[config.mk]
export PLATFORM = sky130hd
export DESIGN_NAME = crc32_crc64_byte_engine_unit_flat
export DESIGN_NICKNAME = d
export VERILOG_FILES = /design/src/rtl/core/crcbe_pkg.sv /design/src/rtl/core/crcbe_if.sv /design/src/rtl/core/crc32_crc64_byte_engine_unit.sv /design/src/rtl/core/crcbe_step.sv /design/src/rtl/core/crcbe_rsp_fifo.sv /design/src/flat_wrapper.sv
export SDC_FILE = /design/constraint.sdc
export NUM_CORES = 1
export LEC_CHECK = 0
export BUFFER_PORTS_ARGS = -buffer_cell sky130_fd_sc_hd__buf_2
export CORE_ASPECT_RATIO = 1.1
export CORE_MARGIN = 2
export CORE_UTILIZATION = 25
export CTS_BUF_LIST = sky130_fd_sc_hd__clkbuf_8
export CTS_CLUSTER_DIAMETER = 80
export CTS_CLUSTER_SIZE = 12
export DETAILED_ROUTE_END_ITERATION = 7
export GPL_ROUTABILITY_DRIVEN = 0
export PLACE_DENSITY = 0.41
export SYNTH_ARGS = -nofsm -noshare
export SYNTH_HDL_FRONTEND = slang
export SYNTH_SLANG_ARGS = --single-unit
export TNS_END_PERCENT = 5
[constraint.sdc]
create_clock -name clock -period 8.1 [get_ports clock]
set_clock_uncertainty 0.2 [all_clocks]
set_input_delay 1.215 -clock clock [delete_from_list [all_inputs] [get_ports clock]]
set_output_delay 1.215 -clock clock [all_outputs]
set_load 0.05 [all_outputs]
[src/rtl/core/crcbe_pkg.sv]
// ----------------------------------------------------------------------------
// crcbe_pkg
// Shared types, constants and byte-wide CRC update functions for the CRC
// byte engine.
// ----------------------------------------------------------------------------
package crcbe_pkg;

   // checksum kinds held in the configuration register
   typedef enum logic [1:0] {
      KIND_CRC32  = 2'd0,
      KIND_CRC64  = 2'd1,
      KIND_HDR32  = 2'd2,
      KIND_RSVD   = 2'd3
   } crc_kind_type;

   localparam int unsigned CRC_W   = 64;
   localparam int unsigned HALF_W  = 32;
   localparam int unsigned POS_W   = 6;

   localparam logic [31:0]      POLY32    = 32'hedb8_8320;
   localparam logic [63:0]      POLY64    = 64'h42f0_e1eb_a9ea_3693;
   localparam logic [31:0]      ONES32    = 32'hffff_ffff;
   localparam logic [POS_W-1:0] HOLE_FIRST = 6'd52;
   localparam logic [POS_W-1:0] HOLE_END   = 6'd56;
   // nominal header length in bytes; the masking does not depend on it
   localparam int unsigned      HDR_STREAM_LEN = 512;

   // result buffer geometry
   localparam int unsigned RSP_DEPTH = 3;
   localparam int unsigned RSP_PTR_W = 2;
   localparam int unsigned RSP_CNT_W = 2;

   // running checksum state
   typedef struct packed {
      logic [CRC_W-1:0] crc;
      logic [POS_W-1:0] pos;
   } crc_state_type;

   // start state of a message for a given kind
   function automatic crc_state_type start_state(input crc_kind_type kind);
      crc_state_type s;
      s.crc = (kind == KIND_CRC64) ? '0 : {{HALF_W{1'b0}}, ONES32};
      s.pos = '0;
      return s;
   endfunction

   // reflected crc32, one byte, lsb first
   function automatic logic [31:0] crc32_byte(input logic [31:0] crc_in,
                                              input logic [7:0]  d);
      logic [31:0] c;
      c = crc_in ^ {24'd0, d};
      for (int b = 0; b < 8; b++) begin
         c = (c >> 1) ^ (c[0] ? POLY32 : 32'd0);
      end
      return c;
   endfunction

   // crc64 ecma-182, one byte, msb first
   function automatic logic [63:0] crc64_byte(input logic [63:0] crc_in,
                                              input logic [7:0]  d);
      logic [63:0] c;
      c = crc_in ^ {d, 56'd0};
      for (int b = 0; b < 8; b++) begin
         c = {c[62:0], 1'b0} ^ (c[63] ? POLY64 : 64'd0);
      end
      return c;
   endfunction

endpackage

[src/rtl/core/crcbe_if.sv]
// ----------------------------------------------------------------------------
// crcbe_req_if / crcbe_rsp_if
// Valid/ready channels carrying message bytes in and checksums out.
// ----------------------------------------------------------------------------
interface crcbe_req_if;
   logic       valid;
   logic       ready;
   logic [7:0] data_byte;
   logic       last_byte;

   modport source (output valid, output data_byte, output last_byte, input ready);
   modport sink   (input valid, input data_byte, input last_byte, output ready);
endinterface

interface crcbe_rsp_if;
   logic        valid;
   logic        ready;
   logic [63:0] crc_value;

   modport source (output valid, output crc_value, input ready);
   modport sink   (input valid, input crc_value, output ready);
endinterface

[src/rtl/core/crc32_crc64_byte_engine_unit.sv]
// ----------------------------------------------------------------------------
// crc32_crc64_byte_engine_unit
// Running CRC-32 / CRC-64 ECMA-182 / header CRC-32 over a byte stream.
// ----------------------------------------------------------------------------
// Usage:
//   req_if carries one message byte per item plus a last marker. rsp_if
//   returns one 64-bit checksum per message, on the item marked last; the
//   upper 32 bits are zero in the crc32 kinds. csr_write_enable and
//   csr_write_data select the kind (0 crc32, 1 crc64, 2 header crc32 with
//   bytes 52 to 55 taken as zero, 3 same as 0); a write drops any message
//   in progress and restarts the checksum. Write only while idle.
// Timing:
//   an item is registered on acceptance and folded into the checksum at
//   the next edge, where a last item's result enters the buffer; rsp_if
//   presents it once it is in the buffer. One item per cycle is sustained
//   while req_if.ready stays high; the byte update (eight unrolled bit
//   steps) sits between the input register and the state.
// Reset and stall:
//   reset selects kind 0 and the crc32 start state. Results wait in a
//   three-entry buffer; req_if.ready drops when the buffered results plus
//   any item in the input register reach the buffer depth.
// ----------------------------------------------------------------------------
module crc32_crc64_byte_engine_unit (
   input  logic        clock,
   input  logic        reset,
   crcbe_req_if.sink   req_if,
   crcbe_rsp_if.source rsp_if,
   input  logic        csr_write_enable,
   input  logic [1:0]  csr_write_data
);

   crcbe_pkg::crc_kind_type         kind_ff, kind_in;
   crcbe_pkg::crc_state_type        state_ff, state_in;
   crcbe_pkg::crc_state_type        state_nxt;
   logic                            s1_valid_ff;
   logic [7:0]                      s1_byte_ff;
   logic                            s1_last_ff;
   logic [63:0]                     crc_value;
   logic [crcbe_pkg::RSP_CNT_W-1:0] level;
   logic [crcbe_pkg::RSP_CNT_W:0]   committed;
   logic                            accept;
   logic                            push;

   // room check counts the item already in the input register
   assign committed    = {1'b0, level} + {{crcbe_pkg::RSP_CNT_W{1'b0}}, s1_valid_ff};
   assign req_if.ready = (committed < (crcbe_pkg::RSP_CNT_W + 1)'(crcbe_pkg::RSP_DEPTH));
   assign accept       = req_if.valid && req_if.ready;

   // input register
   always_ff @(posedge clock) begin
      if (reset) begin
         s1_valid_ff <= 1'b0;
      end else begin
         s1_valid_ff <= accept;
      end
   end

   always_ff @(posedge clock) begin
      if (accept) begin
         s1_byte_ff <= req_if.data_byte;
         s1_last_ff <= req_if.last_byte;
      end
   end

   // byte update
   crcbe_step u_step (
      .kind      (kind_ff),
      .state_cur (state_ff),
      .data_byte (s1_byte_ff),
      .last_byte (s1_last_ff),
      .state_nxt (state_nxt),
      .crc_value (crc_value)
   );

   // kind register and checksum state; a kind write restarts the message
   always_comb begin
      kind_in  = kind_ff;
      state_in = state_ff;
      if (csr_write_enable) begin
         kind_in  = crcbe_pkg::crc_kind_type'(csr_write_data);
         state_in = crcbe_pkg::start_state(kind_in);
      end else if (s1_valid_ff) begin
         state_in = state_nxt;
      end
   end

   always_ff @(posedge clock) begin
      if (reset) begin
         kind_ff  <= crcbe_pkg::KIND_CRC32;
         state_ff <= crcbe_pkg::start_state(crcbe_pkg::KIND_CRC32);
      end else begin
         kind_ff  <= kind_in;
         state_ff <= state_in;
      end
   end

   // result buffer
   assign push = s1_valid_ff && s1_last_ff;

   crcbe_rsp_fifo u_rsp_fifo (
      .clock     (clock),
      .reset     (reset),
      .push      (push),
      .push_data (crc_value),
      .level     (level),
      .rsp_if    (rsp_if)
   );

   // position saturates at the end of the masked field
   a_pos_bound: assert property (@(posedge clock) disable iff (reset)
      state_ff.pos <= crcbe_pkg::HOLE_END)
      else $error("byte position out of range");

   // a finished message returns the running state to the start state
   a_restart_after_last: assert property (@(posedge clock) disable iff (reset)
      (push && !csr_write_enable) |=>
         (state_ff == crcbe_pkg::start_state(kind_ff)))
      else $error("checksum not restarted after last item");

   // the crc32 kinds never carry upper bits in the running state
   a_crc32_upper_zero: assert property (@(posedge clock) disable iff (reset)
      (kind_ff != crcbe_pkg::KIND_CRC64) |-> (state_ff.crc[63:32] == 32'd0))
      else $error("upper checksum bits set in crc32 kind");

   // nothing is accepted while results could not be stored
   a_accept_room: assert property (@(posedge clock) disable iff (reset)
      accept |-> (committed < (crcbe_pkg::RSP_CNT_W + 1)'(crcbe_pkg::RSP_DEPTH)))
      else $error("item accepted without result room");

endmodule

[src/rtl/core/crcbe_step.sv]
// ----------------------------------------------------------------------------
// crcbe_step
// Combinational byte update: advances the running checksum and position by
// one byte and forms the finished checksum for a last byte.
// ----------------------------------------------------------------------------
module crcbe_step (
   input  crcbe_pkg::crc_kind_type  kind,
   input  crcbe_pkg::crc_state_type state_cur,
   input  logic [7:0]               data_byte,
   input  logic                     last_byte,
   output crcbe_pkg::crc_state_type state_nxt,
   output logic [63:0]              crc_value
);

   logic                           wide;
   logic                           in_hole;
   logic [7:0]                     eff_byte;
   logic [31:0]                    crc32_new;
   logic [63:0]                    crc64_new;
   logic [63:0]                    crc_new;
   logic [crcbe_pkg::POS_W-1:0]    pos_new;

   // header mode zeroes the reserved field bytes
   assign wide    = (kind == crcbe_pkg::KIND_CRC64);
   assign in_hole = (kind == crcbe_pkg::KIND_HDR32) &&
                    (state_cur.pos >= crcbe_pkg::HOLE_FIRST) &&
                    (state_cur.pos <  crcbe_pkg::HOLE_END);
   assign eff_byte = in_hole ? 8'd0 : data_byte;

   // one byte through both polynomials
   assign crc32_new = crcbe_pkg::crc32_byte(state_cur.crc[31:0], eff_byte);
   assign crc64_new = crcbe_pkg::crc64_byte(state_cur.crc, data_byte);
   assign crc_new   = wide ? crc64_new : {32'd0, crc32_new};

   // position saturates once past the masked field
   assign pos_new = (state_cur.pos < crcbe_pkg::HOLE_END) ?
                    state_cur.pos + 6'd1 : state_cur.pos;

   // finished value, and restart on a last byte
   assign crc_value = wide ? crc64_new : {32'd0, ~crc32_new};

   always_comb begin
      if (last_byte) begin
         state_nxt = crcbe_pkg::start_state(kind);
      end else begin
         state_nxt.crc = crc_new;
         state_nxt.pos = pos_new;
      end
   end

endmodule

[src/rtl/core/crcbe_rsp_fifo.sv]
// ----------------------------------------------------------------------------
// crcbe_rsp_fifo
// Small result buffer between the checksum stage and the output channel.
// ----------------------------------------------------------------------------
module crcbe_rsp_fifo (
   input  logic                              clock,
   input  logic                              reset,
   input  logic                              push,
   input  logic [63:0]                       push_data,
   output logic [crcbe_pkg::RSP_CNT_W-1:0]   level,
   crcbe_rsp_if.source                       rsp_if
);

   localparam logic [crcbe_pkg::RSP_PTR_W-1:0] LAST_SLOT =
      crcbe_pkg::RSP_PTR_W'(crcbe_pkg::RSP_DEPTH - 1);
   localparam logic [crcbe_pkg::RSP_CNT_W-1:0] FULL_CNT =
      crcbe_pkg::RSP_CNT_W'(crcbe_pkg::RSP_DEPTH);

   logic [63:0]                     mem_ff [crcbe_pkg::RSP_DEPTH];
   logic [crcbe_pkg::RSP_PTR_W-1:0] wr_ptr_ff, wr_ptr_in;
   logic [crcbe_pkg::RSP_PTR_W-1:0] rd_ptr_ff, rd_ptr_in;
   logic [crcbe_pkg::RSP_CNT_W-1:0] count_ff, count_in;
   logic                            pop;

   assign pop            = rsp_if.valid && rsp_if.ready;
   assign rsp_if.valid   = (count_ff != '0);
   assign rsp_if.crc_value = mem_ff[rd_ptr_ff];
   assign level          = count_ff;

   // pointer and count update
   always_comb begin
      wr_ptr_in = wr_ptr_ff;
      rd_ptr_in = rd_ptr_ff;
      count_in  = count_ff;
      if (push) begin
         wr_ptr_in = (wr_ptr_ff == LAST_SLOT) ? '0 : wr_ptr_ff + 1'b1;
      end
      if (pop) begin
         rd_ptr_in = (rd_ptr_ff == LAST_SLOT) ? '0 : rd_ptr_ff + 1'b1;
      end
      case ({push, pop})
         2'b10:   count_in = count_ff + 1'b1;
         2'b01:   count_in = count_ff - 1'b1;
         default: count_in = count_ff;
      endcase
   end

   always_ff @(posedge clock) begin
      if (reset) begin
         wr_ptr_ff <= '0;
         rd_ptr_ff <= '0;
         count_ff  <= '0;
      end else begin
         wr_ptr_ff <= wr_ptr_in;
         rd_ptr_ff <= rd_ptr_in;
         count_ff  <= count_in;
      end
   end

   // storage
   always_ff @(posedge clock) begin
      if (push) begin
         mem_ff[wr_ptr_ff] <= push_data;
      end
   end

   // no write into a full buffer
   a_no_overflow: assert property (@(posedge clock) disable iff (reset)
      (count_ff == FULL_CNT) |-> (!push || pop))
      else $error("result buffer overflow");

   // level never passes depth
   a_level_bound: assert property (@(posedge clock) disable iff (reset)
      count_ff <= FULL_CNT)
      else $error("result buffer level out of range");

endmodule
[src/flat_wrapper.sv]
// flat-port wrapper written by rule: the top's interface ports become plain ports
module crc32_crc64_byte_engine_unit_flat 
  (clock, reset, csr_write_enable, csr_write_data, req_if_valid, req_if_data_byte, req_if_last_byte, req_if_ready, rsp_if_valid, rsp_if_crc_value, rsp_if_ready);
  crcbe_req_if req_if_i ();
  crcbe_rsp_if rsp_if_i ();
  input  logic clock;
  input  logic reset;
  input  logic csr_write_enable;
  input  logic [1:0] csr_write_data;
  input wire logic [$bits(req_if_i.valid)-1:0] req_if_valid;
  input wire logic [$bits(req_if_i.data_byte)-1:0] req_if_data_byte;
  input wire logic [$bits(req_if_i.last_byte)-1:0] req_if_last_byte;
  output wire logic [$bits(req_if_i.ready)-1:0] req_if_ready;
  output wire logic [$bits(rsp_if_i.valid)-1:0] rsp_if_valid;
  output wire logic [$bits(rsp_if_i.crc_value)-1:0] rsp_if_crc_value;
  input wire logic [$bits(rsp_if_i.ready)-1:0] rsp_if_ready;
  assign req_if_i.valid = req_if_valid;
  assign req_if_i.data_byte = req_if_data_byte;
  assign req_if_i.last_byte = req_if_last_byte;
  assign req_if_ready = req_if_i.ready;
  assign rsp_if_valid = rsp_if_i.valid;
  assign rsp_if_crc_value = rsp_if_i.crc_value;
  assign rsp_if_i.ready = rsp_if_ready;
  crc32_crc64_byte_engine_unit u_core (.clock(clock), .reset(reset), .req_if(req_if_i), .rsp_if(rsp_if_i), .csr_write_enable(csr_write_enable), .csr_write_data(csr_write_data));
endmodule
==> results_dict.tcl <==
set metrics [dict create \
    synth.net_count 1229 \
    routedWlPerCell_um 21.47 \
    holdBufCountCts 0 \
    initial_core_util 0.2524 \
    cts_resized 0 \
    cts-htree-levels 1 \
    grt_pass1_wl_mm 63.75 \
    r2r_start "u_core.state_ff[3]" \
    clk_pin_slew_ps 80 \
    drv_cap 0 \
    die_area_um2 58360 \
    grt_pass1_vias 9185 \
    cts_made_buffers 29 \
    netlist.area_leader.share 0.4278 \
    cp_data_required_time_ps 6680 \
    setup.worst_path.class "reg2out" \
    max_slew_margin 0.1985 \
    fin_crit_sh 0.5286 \
    pwr_density_cell_nw_per_um2 248.7 \
    area.growth.synth_to_final_pct 12.62 \
    postSynthAreaPerCell_um2 11.68 \
    synthCells 1208 \
    cts_buffer_depth 3 \
    drive_above_1_share 0.1274 \
    total_power_mw 3.951 \
    grt_max_degree 94 \
    cp_max_fo 38 \
    leakagePower_nw 5.269 \
    ir_worst_vdd_mv 0.1213 \
    viasPerCell 4.484 \
    antenna_found_initial 2 \
    finalSetupTns_ps 0 \
    drc 0 \
    grt_remaining_overflow 0 \
    cts_tree "built" \
    worstMarginPinSlew_ps 1198 \
    syn_area_um2 14110 \
    clk_latency_ps 640 \
    core_um2 55900 \
    yosys.cell_types.count 59 \
    cts.sinks 282 \
    ys.flop_type "edfxtp_1" \
    hp-class "reg2reg" \
    ff2ff_path_depth 5 \
    ys_seq_area_frac 0.5427 \
    cts_root_buf "clkbuf_8" \
    drv_slew 0 \
    ant_nets 0 \
    async_reset_ff_frac 0 \
    synth_area_leaders "edfxtp_1, xnor2_1, dfxtp_1" \
    synth-edff-count 201 \
    r2r_slack_ps 4610 \
    critPathCaptureType "output pin" \
    grtUsageTotal 0.1482 \
    rows 91 \
    synth_seq_cells 282 \
    cts_setup_buffers 0 \
    cp_data_arrival_time_ps 2870 \
    fp.dieH_um 253.2 \
    routed_wl_mm 43.62 \
    port_buffers 81 \
    nNetsFinal 1287 \
    yosys.area.top_type "edfxtp_1" \
    fp.dieW_um 230.5 \
    crit_path_start_kind "register" \
    status "finished, final reports clean" \
    period_needed_ps 4282 \
    finalHoldViolCount 0 \
    hpwl_mm 30.32 \
    setup_viol 0 \
    rsz0062_at_grt "no" \
    drt-initial-drc-count 479 \
    crit_end "rsp_if_crc_value[38]" \
    ys_warn_count 0 \
    fmax_mhz 233.6 \
    r2r-end "u_core.u_rsp_fifo.mem_ff[0][23]" \
    dr_total_vias 9112 \
    pin_count 82 \
    dr.pass1.iters 5 \
    fillCellCount 5773 \
]
-- where the power goes --
part	switching, mW	total, mW	internal (mW)
Combinational	0.862	1.30	0.437
Sequential	0.0726	1.75	1.67
Clock	0.536	0.906	0.370
-- logic make-up after synthesis --
family,count (synthesis),share of synthesized area
DFF,282,0.5427
AOI/OAI and AO/OA,235,0.1001
and+or+nand+nor,259,0.07786
adders and majority gates,5,0.004434
buffers and inverters,80,0.02235
xor gates and xnor gates,276,0.2022
muxes,71,0.05037
-- final cells by class --
type / instances / area [um2] / area share
Inverter: 7 / 26.28 / 0.001654
Antenna cell: 1 / 2.502 / 0.0001575
Timing Repair Buffer: 100 / 548.0 / 0.03449
Clock buffer: 29 / 399.1 / 0.02512
Clock inverter: 23 / 133.9 / 0.008425
Tap cell: 744 / 930.9 / 0.05858
Sequential cell: 282 / 7665 / 0.4824
Multi-Input combinational cell: 846 / 6185 / 0.3892
-- registers in the layout, summed over array words and instances (netlist names), named ones only --
register,cells
u_core.u_rsp_fifo.level,2
u_core.s1_byte_ff,8
u_core.u_rsp_fifo.mem_ff,192
u_core.kind_ff,2
u_core.s1_last_ff,1
u_core.state_ff,70
u_core.u_rsp_fifo.wr_ptr_ff,2
u_core.u_rsp_fifo.rd_ptr_ff,2
u_core.s1_valid_ff,1
-- cells in the mapped netlist, types with 3 or more instances --
cell / number
xnor3_1: 18
xnor2_2: 4
a2bb2oi_1: 3
or3_1: 3
a22o_1: 12
xnor2_4: 4
nor3_1: 9
o21ai_0: 106
a22oi_1: 14
buf_1: 5
inv_1: 7
a21oi_1: 55
a221o_1: 7
nor2_1: 95
clkbuf_1: 58
edfxtp_1: 201
dfxtp_1: 81
a21boi_0: 3
buf_2: 9
and2_1: 12
o31ai_1: 7
nor3b_1: 3
nand2_1: 113
a31oi_1: 4
mux2i_1: 71
ha_1: 5
xor2_1: 54
and3_1: 3
nand3_1: 6
a221oi_1: 3
xnor2_1: 190
nand2b_1: 3
-- routing by layer --
layer  track usage  wire [um]
met5             0         14
met4       0.03724        884
met3       0.01644       1626
met2        0.2510      20980
met1        0.2017      20120
-- how the worst min path moves through the flow --
| stage | startpoint | endpoint | slack [ps] | cells past startpoint |
|---|---|---|---|---|
| 2_1_floorplan | u_core.state_ff[43] | u_core.state_ff[43] | 250 | 2 |
| 3_3_place_gp | u_core.u_rsp_fifo.rd_ptr_ff[1] | register | 260 | 2 |
| 3_5_place_dp | u_core.u_rsp_fifo.rd_ptr_ff[1] | register | 280 | 2 |
| 4_1_cts | u_core.u_rsp_fifo.rd_ptr_ff[1] | register | 290 | 2 |
| 5_1_grt | u_core.state_ff[40] | u_core.state_ff[40] | 330 | 1 |
| 6_report | u_core.u_rsp_fifo.rd_ptr_ff[1] | register | 290 | 2 |
-- worst max-delay path, stage by stage, from the launching register on --
cell	delay (ps)
dfxtp_4	750
buf_4	690
mux2i_1	150
o21ai_0	260
buf_2	320
-- through the flow --
stage,worst slack [ps],area [um2],hold WS (ps),utilization,instances
after floorplan,1694,14110,246.5,-,1208
final,3818,15890,288.0,0.2842,2032
after detailed placement,4018,15350,280.2,0.2747,1979
after CTS,3657,15890,293.1,0.2842,2031
after global placement,3951,15350,263.5,0.2747,1979
after global routing,3620,15890,332.3,0.2842,2032
-- cell usage in the layout, fill, tap and decap left out, types with 7 or more instances in the layout --
master	Yosys	routed
buf_4	1	19
o21ai_0	106	106
xor2_1	54	54
mux2i_1	71	71
and2_1	12	12
a22o_1	12	12
inv_1	7	24
xnor2_1	190	188
dfxtp_1	81	79
xnor3_1	18	18
a221o_1	7	7
o31ai_1	7	7
nor2_1	95	94
a22oi_1	14	14
a21oi_1	55	55
nor3_1	9	8
clkbuf_8	0	29
nand2_1	113	113
edfxtp_1	201	201
buf_2	9	81
No activity file was read; power rests on OpenSTA's default activity.
